===== config.mk =====
export PLATFORM = sky130hd
export DESIGN_NAME = double_ended_queue_top
export DESIGN_NICKNAME = d
export VERILOG_FILES = /design/src/dq_pkg.sv /design/src/dq_cell.sv /design/src/double_ended_queue_top.sv
export SDC_FILE = /design/constraint.sdc
export NUM_CORES = 1
export LEC_CHECK = 0
export ABC_AREA = 0
export BUFFER_PORTS_ARGS = -buffer_cell sky130_fd_sc_hd__buf_4
export CAP_MARGIN = 10
export CORE_ASPECT_RATIO = 0.5
export CORE_UTILIZATION = 40
export DETAILED_ROUTE_END_ITERATION = 6
export GPL_ROUTABILITY_DRIVEN = 1
export PLACE_DENSITY = 0.59
export REMOVE_ABC_BUFFERS = 1
export SYNTH_ARGS = -nofsm -noshare
export SYNTH_HDL_FRONTEND = slang
export SYNTH_SLANG_ARGS = --single-unit

===== constraint.sdc =====
create_clock -name clk_i -period 11.9 [get_ports clk_i]
set_input_delay 2.38 -clock clk_i [delete_from_list [all_inputs] [get_ports clk_i]]
set_output_delay 2.38 -clock clk_i [all_outputs]
set_load 0.005 [all_outputs]

===== src/dq_pkg.sv =====
`timescale 1ns / 1ps
`default_nettype none

package dq_pkg;

  localparam int DEPTH      = 16;
  localparam int WORD_WIDTH = 32;
  localparam int CNT_W      = $clog2(DEPTH + 1);

  typedef enum logic [2:0] {
    OP_PUSH_BACK  = 3'd0,
    OP_PUSH_FRONT = 3'd1,
    OP_POP_BACK   = 3'd2,
    OP_POP_FRONT  = 3'd3,
    OP_CLEAR      = 3'd4,
    OP_PEEK       = 3'd5
  } op_e;

  typedef enum logic [1:0] {
    ST_OK    = 2'd0,
    ST_UNDER = 2'd1,
    ST_OVER  = 2'd2
  } status_e;

  // one-hot shift/load command broadcast to every cell
  typedef struct packed {
    logic clear;
    logic add_front;
    logic take_front;
    logic add_back;
    logic take_back;
  } cell_ctl_t;

endpackage

`default_nettype wire


===== src/dq_cell.sv =====
`timescale 1ns / 1ps
`default_nettype none

module dq_cell (
  input  logic                             clk_i,
  input  logic                             rst_ni,
  input  dq_pkg::cell_ctl_t                ctl_i,
  input  logic [dq_pkg::WORD_WIDTH-1:0]    push_value_i,
  input  logic                             left_valid_i,
  input  logic [dq_pkg::WORD_WIDTH-1:0]    left_data_i,
  input  logic                             right_valid_i,
  input  logic [dq_pkg::WORD_WIDTH-1:0]    right_data_i,
  output logic                             valid_o,
  output logic [dq_pkg::WORD_WIDTH-1:0]    data_o,
  output logic                             last_o
);
  import dq_pkg::*;

  logic                  valid_q, valid_d;
  logic [WORD_WIDTH-1:0] data_q, data_d;

  always_comb begin
    valid_d = valid_q;
    data_d  = data_q;
    if (ctl_i.clear) begin
      valid_d = 1'b0;
    end else if (ctl_i.add_front) begin
      valid_d = left_valid_i;
      data_d  = left_data_i;
    end else if (ctl_i.take_front) begin
      valid_d = right_valid_i;
      data_d  = right_data_i;
    end else if (ctl_i.add_back) begin
      // first free cell takes the new item
      if (!valid_q && left_valid_i) begin
        valid_d = 1'b1;
        data_d  = push_value_i;
      end
    end else if (ctl_i.take_back) begin
      if (valid_q && !right_valid_i) begin
        valid_d = 1'b0;
      end
    end
  end

  always_ff @(posedge clk_i or negedge rst_ni) begin
    if (!rst_ni) begin
      valid_q <= 1'b0;
    end else begin
      valid_q <= valid_d;
    end
  end

  always_ff @(posedge clk_i) begin
    data_q <= data_d;
  end

  assign valid_o = valid_q;
  assign data_o  = data_q;
  assign last_o  = valid_q && !right_valid_i;

endmodule

`default_nettype wire


===== src/double_ended_queue_top.sv =====
`timescale 1ns / 1ps
`default_nettype none

// Bounded double-ended queue of up to DEPTH words, held in a row of cells
// with the front always in cell 0. Front pushes and pops shift the whole row
// by one cell; back pushes and pops touch only the cell at the fill boundary.
// Each item produces one result: the cell row updates at the accept edge
// and the front/back words are then gathered from the row into the output
// register once the output is free. A new item is taken only once that
// gather is done, so the block does not take a new item before it is
// through with the last one. A refused push (full) or pop (empty) leaves
// the queue unchanged and reports overflow or underflow.
module double_ended_queue_top (
  input  logic        clk_i,
  input  logic        rst_ni,
  input  logic        in_valid_i,
  output logic        in_stall_o,
  input  logic [2:0]  operation_i,
  input  logic [31:0] push_value_i,
  output logic        out_valid_o,
  input  logic        out_stall_i,
  output logic [31:0] front_word_o,
  output logic [31:0] back_word_o,
  output logic [31:0] popped_word_o,
  output logic [4:0]  element_count_o,
  output logic        is_empty_o,
  output logic [1:0]  status_o
);
  import dq_pkg::*;

  logic [DEPTH-1:0]      cell_valid;
  logic [DEPTH-1:0]      cell_last;
  logic [WORD_WIDTH-1:0] cell_data [DEPTH];
  logic [WORD_WIDTH-1:0] push_word;
  logic [WORD_WIDTH-1:0] back_cur;
  cell_ctl_t             ctl;

  logic [CNT_W-1:0]      count_q, count_d;
  logic                  pending_q;
  logic                  out_valid_q;
  logic [WORD_WIDTH-1:0] popped_q, popped_d;
  status_e               status_q, status_d;

  logic [31:0]           front_q, back_q, popped_out_q;
  logic [4:0]            count_out_q;
  logic                  empty_q;
  status_e               status_out_q;

  logic in_acc, out_free, full, empty;

  assign push_word  = push_value_i[WORD_WIDTH-1:0];
  assign in_stall_o = pending_q;
  assign in_acc     = in_valid_i && !pending_q;
  assign out_free   = !out_valid_q || !out_stall_i;
  assign full       = (count_q == CNT_W'(DEPTH));
  assign empty      = (count_q == '0);

  for (genvar i = 0; i < DEPTH; i++) begin : g_cell
    logic                  lv, rv;
    logic [WORD_WIDTH-1:0] ld, rd;
    if (i == 0) begin : g_head
      assign lv = 1'b1;
      assign ld = push_word;
    end else begin : g_mid_l
      assign lv = cell_valid[i-1];
      assign ld = cell_data[i-1];
    end
    if (i == DEPTH - 1) begin : g_tail
      assign rv = 1'b0;
      assign rd = '0;
    end else begin : g_mid_r
      assign rv = cell_valid[i+1];
      assign rd = cell_data[i+1];
    end
    dq_cell u_cell (
      .clk_i         (clk_i),
      .rst_ni        (rst_ni),
      .ctl_i         (ctl),
      .push_value_i  (push_word),
      .left_valid_i  (lv),
      .left_data_i   (ld),
      .right_valid_i (rv),
      .right_data_i  (rd),
      .valid_o       (cell_valid[i]),
      .data_o        (cell_data[i]),
      .last_o        (cell_last[i])
    );
  end

  // at most one cell is flagged last, so an AND-OR picks the back word
  always_comb begin
    back_cur = '0;
    for (int i = 0; i < DEPTH; i++) begin
      back_cur = back_cur | (cell_data[i] & {WORD_WIDTH{cell_last[i]}});
    end
  end

  always_comb begin
    ctl      = '0;
    count_d  = count_q;
    popped_d = '0;
    status_d = ST_OK;
    if (in_acc) begin
      case (operation_i)
        OP_PUSH_BACK: begin
          if (full) begin
            status_d = ST_OVER;
          end else begin
            ctl.add_back = 1'b1;
            count_d      = count_q + 1'b1;
          end
        end
        OP_PUSH_FRONT: begin
          if (full) begin
            status_d = ST_OVER;
          end else begin
            ctl.add_front = 1'b1;
            count_d       = count_q + 1'b1;
          end
        end
        OP_POP_BACK: begin
          if (empty) begin
            status_d = ST_UNDER;
          end else begin
            ctl.take_back = 1'b1;
            popped_d      = back_cur;
            count_d       = count_q - 1'b1;
          end
        end
        OP_POP_FRONT: begin
          if (empty) begin
            status_d = ST_UNDER;
          end else begin
            ctl.take_front = 1'b1;
            popped_d       = cell_data[0];
            count_d        = count_q - 1'b1;
          end
        end
        OP_CLEAR: begin
          ctl.clear = 1'b1;
          count_d   = '0;
        end
        default: begin
        end
      endcase
    end
  end

  always_ff @(posedge clk_i or negedge rst_ni) begin
    if (!rst_ni) begin
      count_q     <= '0;
      pending_q   <= 1'b0;
      out_valid_q <= 1'b0;
    end else begin
      count_q <= count_d;
      if (in_acc) begin
        pending_q <= 1'b1;
      end else if (pending_q && out_free) begin
        pending_q <= 1'b0;
      end
      if (pending_q && out_free) begin
        out_valid_q <= 1'b1;
      end else if (!out_stall_i) begin
        out_valid_q <= 1'b0;
      end
    end
  end

  always_ff @(posedge clk_i) begin
    if (in_acc) begin
      popped_q <= popped_d;
      status_q <= status_d;
    end
    if (pending_q && out_free) begin
      front_q      <= cell_valid[0] ? 32'(cell_data[0]) : '0;
      back_q       <= 32'(back_cur);
      popped_out_q <= 32'(popped_q);
      count_out_q  <= 5'(count_q);
      empty_q      <= (count_q == '0);
      status_out_q <= status_q;
    end
  end

  assign out_valid_o     = out_valid_q;
  assign front_word_o    = front_q;
  assign back_word_o     = back_q;
  assign popped_word_o   = popped_out_q;
  assign element_count_o = count_out_q;
  assign is_empty_o      = empty_q;
  assign status_o        = status_out_q;

`ifndef SYNTHESIS
  a_count_matches_cells: assert property (@(posedge clk_i) disable iff (!rst_ni)
    $countones(cell_valid) == int'(count_q))
    else $error("cell occupancy disagrees with count");

  a_single_back: assert property (@(posedge clk_i) disable iff (!rst_ni)
    $onehot0(cell_last))
    else $error("more than one back cell");

  a_front_packed: assert property (@(posedge clk_i) disable iff (!rst_ni)
    (count_q != '0) == cell_valid[0])
    else $error("queue not packed at cell 0");

  a_push_grows: assert property (@(posedge clk_i) disable iff (!rst_ni)
    (in_acc && !full && (operation_i == OP_PUSH_BACK || operation_i == OP_PUSH_FRONT))
    |=> (count_q == $past(count_q) + 1'b1))
    else $error("accepted push did not grow the queue");
`endif

endmodule

`default_nettype wire


==> reports/results.env, run 1 <==
STATUS='complete, no violations'
WORST-R2R-SETUP-SLACK_NS=7.02
FINALCRITPERIODSHARE_PCT=54.3
CTS_RESIZED=0
CTS.HTREE.LEVELS=3
RSZ0062_AT_GRT='false'
CTS-ROOT-BUF='sky130_fd_sc_hd__clkbuf_16'
SHARE_OF_FINAL_LAYOUT_STANDARD_CELLS_STRONGER_THAN_DRIVE_STRENGTH_1_PCT=15.8
ROUTEDWLPERCELL_UM=28.9
DIE_X_UM=403
XOR_XNOR_SHARE_OF_THE_SYNTHESIZED_AREA_PCT=0.0816
TRITONCTS_NUM_SINKS=673
YOSYS.AREA_SHARE.SIMPLE_PCT=7.50
DIE_AREA_UM2=81700
ROUTED_VIA_DENSITY=6.70
NETLIST_INSTANCES=2316
YOSYS-TOP-CELLS-AREA='sky130_fd_sc_hd__edfxtp_1 61%, sky130_fd_sc_hd__a221o_1 14%, sky130_fd_sc_hd__nand2_1 3.1%, sky130_fd_sc_hd__buf_6 2.6%, sky130_fd_sc_hd__a22o_1 2.1%'
NUM_VIAS=23100
PLACE.DETAILED.HPWL_UM=57100
DRT_PASS1_ITERATIONS=6
CTS-BUFFERS-INSERTED=67
FINALCOREUTILIZATION_PCT=44.6
TOP_LEVEL_PORTS=145
CP_DATA_ARRIVAL_TIME_NS=6.94
CTS_HOLD_BUF=0
SYNTH_AREA_UM2=32200
REPORT.FINAL.SLEW_VIOL_COUNT=0
CORE_AREA_UM2=79600
PLACE.GP.CONGESTION=0.819
START_UTIL_PCT=40.5
FILLERS=7114
DRT-TOTAL-WL_UM=99600
CTSLONGESTPATHBUFFERS=3
GLOBALROUTETOTALUTIL_PCT=23.9
POST-ROUTE-WORST-SETUP-SLACK_NS=5.43
GRT_START_MAX_NET_PINS=240
AREA.GROWTH.SYNTH_TO_FINAL_PCT=10.2
DOMINANT_COMBINATIONAL_CELL_FAMILY_BY_AREA_AFTER_SYNTHESIS='compound AO/OA/AOI/OAI gates'
WORST_CLOCK_SKEW_ON_THE_FINAL_LAYOUT_NS=0.0366
CORE.ROWCOUNT=73
POST_LAYOUT_NONFILLER_INSTANCES=3441
SYNTH_ENABLE_FLOP_CELLS=650
YS_DOMINANT_REG_CELL='sky130_fd_sc_hd__edfxtp_1'
SETUP.WORST_PATH.START_CLASS='input pin'
SYNTH-SEQ-CELLS=673
SYNTH_FA_HA_AREA_SHARE_PCT=0.179
POSTSYNTH.ASYNCRESETSHARE_PCT=3.42
CRIT_PATH_END='g_cell[2].u_cell.data_o[27]'
WORSTMARGINPINSLEW_NS=1.35
REMAINING_DRC_ERRORS=0
SYNTH_TOP_CELL_AREA_SHARE_PCT=60.6
PLACEDCELLCOUNT=3324
RR_WORST_DEPTH=6
WORST-PATH-MAX-FANOUT=105
FMAX_GHz=0.155
ANTENNA_FOUND_INITIAL=2
POST-CTS-SETUP-BUFFERS=0
SYNTHESIS.AREA_PER_INSTANCE_UM2=13.9
MAX-VDD-IR-DROP_V=0.000133
GLOBAL_ROUTE_WIRE_LENGTH_BEFORE_REPAIR_UM=147000
PLACE_WS_NS=5.03
FLOORPLAN_DIE_HEIGHT_UM=203
CTS_TREE='done'
NETLIST_TOP_CELLS_COUNT='650 x sky130_fd_sc_hd__edfxtp_1, 453 x sky130_fd_sc_hd__a221o_1, 269 x sky130_fd_sc_hd__nand2_1, 145 x sky130_fd_sc_hd__clkbuf_1, 77 x sky130_fd_sc_hd__a22o_1'
NUM-NETS-FINAL=2349
YOSYS.CELL_COUNT.TOP_TYPE='sky130_fd_sc_hd__edfxtp_1'
CRIT_START='operation_i[1]'
SYNTHDOMINANTAREACELLTYPE='sky130_fd_sc_hd__edfxtp_1'
COMPLEX_GATE_FRACTION_OF_THE_SYNTHESIZED_AREA_PCT=23.6
FINAL_HOLD_VIOLS=0
CATEGORY_OF_THE_CRITICAL_SETUP_TIMING_PATH='in2reg'
GRT_PASS1_VIAS=21800
POST-ROUTE-MIN-PERIOD_NS=6.47
MUXSHAREOFSYNTHAREA_PCT=0
GLOBALROUTEOVERFLOWTOTAL=0
PLACEMENT.IO_BUFFERS=144
TIMING.RR.START='in_stall_o'
CLOCK_LATENCY_NS=0.62
SYNTH_SEQUENTIAL_AREA_RATIO_PCT=62.4
TIMING.HOLD.WORST.CLASS='reg2reg'
LEAKAGE_uW=0.0122
TIMING.FINAL.SETUP_VIOLATIONS=0
WORSTSETUPENDPOINTTYPE='register'
CTS.REPORTEDPATHS.CLKPINSLEW_NS=0.06
MAX_SLEW_MARGIN_PCT=9.67
POWER.DENSITY_nW_PER_UM2=205
INITIALDRTVIOLATIONCOUNT=3370
FINAL_ANTENNA_NET_COUNT=0
MAX-CAP-VIOLATIONS=0
CRIT_REQUIRED_NS=12.37
SETUP-TNS-FINAL_NS=0
REGTOREGENDPOINT='g_cell[2].u_cell.data_o[27]'
WARNING_COUNT_FROM_THE_YOSYS_RUN=0
SYNTH_CELL_TYPES=59
cells in the final DEF, fill, tap and decap left out, types with 4 or more instances in the layout:
master	n
sky130_fd_sc_hd__a22oi_1	66
sky130_fd_sc_hd__nor2_1	20
sky130_fd_sc_hd__and3_4	29
sky130_fd_sc_hd__buf_4	208
sky130_fd_sc_hd__a221o_1	453
sky130_fd_sc_hd__o211ai_1	13
sky130_fd_sc_hd__and3_1	8
sky130_fd_sc_hd__o2111ai_1	12
sky130_fd_sc_hd__nor2_4	15
sky130_fd_sc_hd__nand3_1	5
sky130_fd_sc_hd__inv_1	11
sky130_fd_sc_hd__nand4_1	21
sky130_fd_sc_hd__or4_1	8
sky130_fd_sc_hd__and2_1	30
sky130_fd_sc_hd__o22ai_1	39
sky130_fd_sc_hd__nor2b_4	5
sky130_fd_sc_hd__dfrtp_1	21
sky130_fd_sc_hd__nor3_1	18
sky130_fd_sc_hd__and3b_1	15
sky130_fd_sc_hd__bufinv_16	4
sky130_fd_sc_hd__inv_2	4
sky130_fd_sc_hd__o21bai_1	13
sky130_fd_sc_hd__a21oi_1	8
sky130_fd_sc_hd__a22o_1	77
sky130_fd_sc_hd__clkbuf_1	12
sky130_fd_sc_hd__a2111oi_0	5
sky130_fd_sc_hd__o21ai_0	46
sky130_fd_sc_hd__a221oi_1	63
sky130_fd_sc_hd__clkbuf_16	68
sky130_fd_sc_hd__nor4b_1	5
sky130_fd_sc_hd__nand2_1	269
sky130_fd_sc_hd__o221ai_1	4
sky130_fd_sc_hd__clkinv_1	19
sky130_fd_sc_hd__edfxtp_1	650
sky130_fd_sc_hd__a21o_1	45
sky130_fd_sc_hd__nor2b_2	9
sky130_fd_sc_hd__clkinv_2	10
critical path, stage by stage:
cell and delay [ns]:
sky130_fd_sc_hd__buf_4 0.26, sky130_fd_sc_hd__and2b_1 0.27, sky130_fd_sc_hd__inv_2 0.12, sky130_fd_sc_hd__a211oi_4 0.53, sky130_fd_sc_hd__buf_4 0.96, sky130_fd_sc_hd__buf_4 0.92
sky130_fd_sc_hd__buf_4 1.00, sky130_fd_sc_hd__a221o_1 0.29
power by group:
group | internal (uW) | total (uW) | switching (uW)
sequential | 2920 | 3090 | 168
clock | 1140 | 2070 | 931
combinational | 718 | 2110 | 1400
total | 4770 | 7270 | 2490
how the worst min path moves through the flow:
stage / slack, ns / to / cells past startpoint / start
floorplan: 0.40 / popped_word_o[0] / 0 / popped_q[0]
global placement: 0.40 / status_o[1] / 0 / status_q[1]
detailed placement: 0.40 / popped_word_o[23] / 0 / popped_q[23]
CTS: 0.41 / popped_word_o[11] / 0 / popped_q[11]
global route: 0.42 / popped_word_o[21] / 0 / popped_q[21]
finish: 0.42 / popped_word_o[30] / 0 / popped_q[30]
flip-flops by register name (all words and copies together), names as in the netlist:
name / cells
back_word_o: 32
front_word_o: 32
popped_word_o: 32
count_q: 5
status_o: 2
status_q: 2
is_empty_o: 1
g_cell.u_cell.valid_o: 16
in_stall_o: 1
out_valid_o: 1
g_cell.u_cell.data_o: 512
element_count_o: 5
popped_q: 32
per-stage QoR:
stage          power (uW)  hold slack (ns)  area, um2
2_1_floorplan        4270            0.400      30200
3_3_place_gp         5170            0.401      33400
3_5_place_dp         5200            0.405      33400
4_1_cts              7250            0.415      35500
5_1_grt              7530            0.423      35500
6_report             7270            0.415      35500
routing by layer:
layer	GRT usage (%)	part of all wire, %	vias up
met2	34.6	44	1385
met5	0	0.013	-
li1	-	-	9686
met3	5.88	11	194
met1	35.3	42	11800
met4	7.05	2.9	2
cells by family (layout without fill, tap and decap cells):
logic type	Yosys count	count (layout)
fa+ha+maj	4	4
flops	673	673
xor+xnor	3	3
buf+inv	303	340
other cells	0	1
compound gates	858	858
simple gates	475	475
layout make-up:
cell class	instances	area [um2]	share of cell area (%)
Sequential cell	673	20100	56.7
Multi-Input combinational cell	1340	10300	29.2
Clock buffer	81	1760	4.96
Timing Repair Buffer	209	1580	4.46
Tap cell	1087	1360	3.84
Clock inverter	35	267	0.752
Inverter	15	56.3	0.159
Antenna cell	1	2.50	0.00706
Note: power is estimated with default switching activity, not from simulation.
==> run 2, diff against run 1 <==
--- a/config.mk
+++ b/config.mk
@@ -5,7 +5,7 @@
 export SDC_FILE = /design/constraint.sdc
 export NUM_CORES = 1
 export LEC_CHECK = 0
-export ABC_AREA = 0
+export ABC_AREA = 1
 export BUFFER_PORTS_ARGS = -buffer_cell sky130_fd_sc_hd__buf_4
 export CAP_MARGIN = 10
 export CORE_ASPECT_RATIO = 0.5
==> constraint.sdc (replaced) <==
create_clock -name clk_i -period 6.5 [get_ports clk_i]
set_input_delay 1.3 -clock clk_i [delete_from_list [all_inputs] [get_ports clk_i]]
set_output_delay 1.3 -clock clk_i [all_outputs]
set_load 0.005 [all_outputs]
==> run 2 against run 1 <==
  * Die area down 0.21%
  * Clock skew down 0.018 ns
  * Sequential share of layout area down 1.8 points
  * Synthesized area down 0.21%
  * Cell area up 3.4%
  * Total power up 75%
  * Clock power up 94%
  * Setup slack worse by 2.8 ns
  * Count of clock-buffer cells in the layout up 6
  * Sequential cell count unchanged
  * Largest power group unchanged
  * Highest routed layer is now met4
==> reports/results.env, run 2 <==
STATUS='complete, no violations'
FINAL_HOLD_VIOLS=0
GRT_PASS1_VIAS=23700
CTSLONGESTPATHBUFFERS=3
POWER.SHARE.SWITCHING_PCT=32.9
TRITONCTS_NUM_SINKS=673
ANTENNA_FOUND_INITIAL=0
FINALCRITPERIODSHARE_PCT=59.1
REGAREA_UM2=20100
START_UTIL_PCT=40.4
DIE_AREA_UM2=81500
ROUTED_VIA_DENSITY=5.99
MAX-CAP-VIOLATIONS=0
POST-CTS-SETUP-BUFFERS=0
MAX_SLEW_MARGIN_PCT=9.01
POST-ROUTE-MIN-PERIOD_NS=3.84
TIMING.FINAL.SETUP_VIOLATIONS=0
TOP_LEVEL_PORTS=145
ANTENNA-DIODE-COUNT=0
CTS_HOLD_BUF=0
SYNTH_TOP_CELL_AREA_SHARE_PCT=60.8
GLOBAL_ROUTE_WIRE_LENGTH_BEFORE_REPAIR_UM=157000
CATEGORY_OF_THE_CRITICAL_SETUP_TIMING_PATH='in2reg'
CRIT_START='operation_i[2]'
FMAX_GHz=0.260
MAX-VDD-IR-DROP_V=0.000201
WORST-PATH-MAX-FANOUT=18
REPORT.FINAL.SLEW_VIOL_COUNT=0
CTS-ROOT-BUF='sky130_fd_sc_hd__clkbuf_16'
SYNTHESIS.AREA_PER_INSTANCE_UM2=10.5
MUXSHAREOFSYNTHAREA_PCT=0
WORST-R2R-SETUP-SLACK_NS=2.92
CRIT_REQUIRED_NS=6.82
PLACE.DETAILED.HPWL_UM=63200
GLOBALROUTEOVERFLOWTOTAL=0
ROUTEDWLPERCELL_UM=25.3
AREA.GROWTH.SYNTH_TO_FINAL_PCT=14.1
INTERNAL_POWER_uW=8530
NUM_VIAS=25400
TIMING.HOLD.WORST.CLASS='reg2reg'
SYNTH_ENABLE_FLOP_CELLS=650
FILLERS=7369
YS_DOMINANT_REG_CELL='sky130_fd_sc_hd__edfxtp_1'
NETLIST_INSTANCES=3073
SYNTH_FA_HA_AREA_SHARE_PCT=0.179
SHARE_OF_FINAL_LAYOUT_STANDARD_CELLS_STRONGER_THAN_DRIVE_STRENGTH_1_PCT=11.1
SYNTH-SEQ-CELLS=673
CLOCKPOWERSHARE_PCT=31.5
NETLIST_TOP_CELLS_COUNT='666 x sky130_fd_sc_hd__nand2_1, 650 x sky130_fd_sc_hd__edfxtp_1, 479 x sky130_fd_sc_hd__inv_1, 318 x sky130_fd_sc_hd__o221ai_1, 190 x sky130_fd_sc_hd__o21ai_0'
SYNTHDOMINANTAREACELLTYPE='sky130_fd_sc_hd__edfxtp_1'
SYNTH_AREA_UM2=32100
CTS_RESIZED=0
CTS.REPORTEDPATHS.CLKPINSLEW_NS=0.07
COMBINATIONALPOWERSHARE_PCT=24.5
CTS.HTREE.LEVELS=3
SETUP.WORST_PATH.START_CLASS='input pin'
CRIT_PATH_END='g_cell[10].u_cell.data_o[24]'
POWER.SEQUENTIAL.FRACTION_PCT=43.9
TIMING.RR.START='count_q[0]'
LEAKAGE_uW=0.0141
RSZ0062_AT_GRT='false'
REGTOREGENDPOINT='g_cell[5].u_cell.data_o[15]'
WORST_CLOCK_SKEW_ON_THE_FINAL_LAYOUT_NS=0.0185
LAYOUT.CELLS.MOST_COMMON='sky130_fd_sc_hd__nand2_1'
YOSYS.CELL_COUNT.TOP_TYPE='sky130_fd_sc_hd__nand2_1'
SYNTH_CELL_TYPES=30
SYNTH_SEQUENTIAL_AREA_RATIO_PCT=62.6
DRT_PASS1_ITERATIONS=6
COMMONEST_NON_FILL_NON_TAP_CELLS_IN_THE_LAYOUT='662 x sky130_fd_sc_hd__nand2_1, 650 x sky130_fd_sc_hd__edfxtp_1, 477 x sky130_fd_sc_hd__inv_1, 318 x sky130_fd_sc_hd__o221ai_1, 202 x sky130_fd_sc_hd__buf_4'
POWER.DENSITY_nW_PER_UM2=347
PLACE.GP.CONGESTION=0.869
CLOCK_LATENCY_NS=0.63
INITIALDRTVIOLATIONCOUNT=3646
CORE.ROWCOUNT=73
COMPLEX_GATE_FRACTION_OF_THE_SYNTHESIZED_AREA_PCT=16.5
WARNING_COUNT_FROM_THE_YOSYS_RUN=0
DIE_X_UM=403
WORSTSETUPENDPOINTTYPE='register'
FINALCOREUTILIZATION_PCT=46.1
NUM-NETS-FINAL=3187
CORE_AREA_UM2=79500
POSTSYNTH.ASYNCRESETSHARE_PCT=3.42
YOSYS-TOP-CELLS-AREA='sky130_fd_sc_hd__edfxtp_1 61%, sky130_fd_sc_hd__o221ai_1 8.7%, sky130_fd_sc_hd__nand2_1 7.8%, sky130_fd_sc_hd__inv_1 5.6%, sky130_fd_sc_hd__o21ai_0 3.0%'
TOTAL_SWITCHING_POWER_uW=4180
FLOORPLAN_DIE_HEIGHT_UM=202
GLOBALROUTETOTALUTIL_PCT=25.9
LARGEST_REG_FLOPS=512
XOR_XNOR_SHARE_OF_THE_SYNTHESIZED_AREA_PCT=0.109
SETUP-TNS-FINAL_NS=0
CTS-BUFFERS-INSERTED=67
RR_WORST_DEPTH=6
REMAINING_DRC_ERRORS=0
MULTI_INPUT_AREA_UM2=9510
CTS_TREE='done'
GRT_START_MAX_NET_PINS=181
FINAL_ANTENNA_NET_COUNT=0
DOMINANT_COMBINATIONAL_CELL_FAMILY_BY_AREA_AFTER_SYNTHESIS='compound AO/OA/AOI/OAI gates'
CP_DATA_ARRIVAL_TIME_NS=4.17
WORSTMARGINPINSLEW_NS=1.36
DRT-TOTAL-WL_UM=107000
PLACEMENT.IO_BUFFERS=144
YOSYS.AREA_SHARE.SIMPLE_PCT=12.2
## run 2: cell families (layout without fill, tap and decap cells)
| kind of cell | Yosys count | after routing |
|---|---|---|
| compound gates | 737 | 737 |
| xor+xnor | 4 | 4 |
| fa+ha+maj | 4 | 4 |
| buf+inv | 696 | 819 |
| flops | 673 | 673 |
| simple gates | 959 | 959 |
## run 2: worst min-delay path by stage
| stage | startpoint | slack [ns] | end | cells past startpoint |
|---|---|---|---|---|
| after floorplan | popped_q[0] | 0.40 | popped_word_o[0] | 0 |
| after global placement | status_q[1] | 0.40 | status_o[1] | 0 |
| after detailed placement | popped_q[13] | 0.40 | popped_word_o[13] | 0 |
| after CTS | popped_q[27] | 0.42 | popped_word_o[27] | 0 |
| after global routing | popped_q[16] | 0.43 | popped_word_o[16] | 0 |
| final | popped_q[27] | 0.41 | popped_word_o[27] | 0 |
## run 2: power groups by stage
stage | sequential, uW | clock, uW | combinational (uW)
3_3_place_gp | 5660 | 0 | 3010
3_5_place_dp | 5670 | 0 | 3040
6_report | 5580 | 4010 | 3110
4_1_cts | 5590 | 4050 | 3050
5_1_grt | 5620 | 4220 | 3330
2_1_floorplan | 5700 | 0 | 1470
## run 2: routing by layer
metal  routed length, um  part of all wire (%)  vias to the layer above  global-route usage, %
li1                    -                     -                    11200                      -
met1               45700                    43                    12500                   38.0
met2               45600                    43                     1508                   37.5
met3               12600                    12                      233                   6.50
met4                3260                   3.0                        0                   8.11
met5                   0                     0                        -                      0
## run 2: layout make-up
| type | instances | area share, % |
|---|---|---|
| well taps | 1050 | 3.58 |
| inverters | 486 | 4.98 |
| clock buffers | 87 | 5.04 |
| clock inverters | 34 | 0.949 |
| repair buffers | 212 | 4.68 |
| multi-input cells | 1704 | 25.9 |
| flip-flops and latches | 673 | 54.8 |
## run 2: per-stage QoR
| stage | instances | worst slack [ns] | power, uW | hold slack (ns) | cell area [um2] |
|---|---|---|---|---|---|
| CTS | 4245 | 2.78 | 12700 | 0.415 | 36600 |
| global placement | 4123 | 2.11 | 8670 | 0.401 | 34400 |
| finish | 4246 | 2.66 | 12700 | 0.412 | 36700 |
| floorplan | 2863 | -3.44 | 7170 | 0.400 | 31200 |
| detailed placement | 4124 | 2.14 | 8710 | 0.405 | 34400 |
| global route | 4246 | 2.54 | 13200 | 0.425 | 36700 |
## run 2: worst max-delay path, cell delays in order
cell and delay (ns):
sky130_fd_sc_hd__buf_4 0.14, sky130_fd_sc_hd__nor3_4 0.58, sky130_fd_sc_hd__nand3_4 0.13, sky130_fd_sc_hd__nand2_2 0.17
sky130_fd_sc_hd__clkinv_2 0.48, sky130_fd_sc_hd__buf_4 0.42, sky130_fd_sc_hd__buf_4 0.22, sky130_fd_sc_hd__nand2_1 0.44
sky130_fd_sc_hd__o221ai_1 0.25
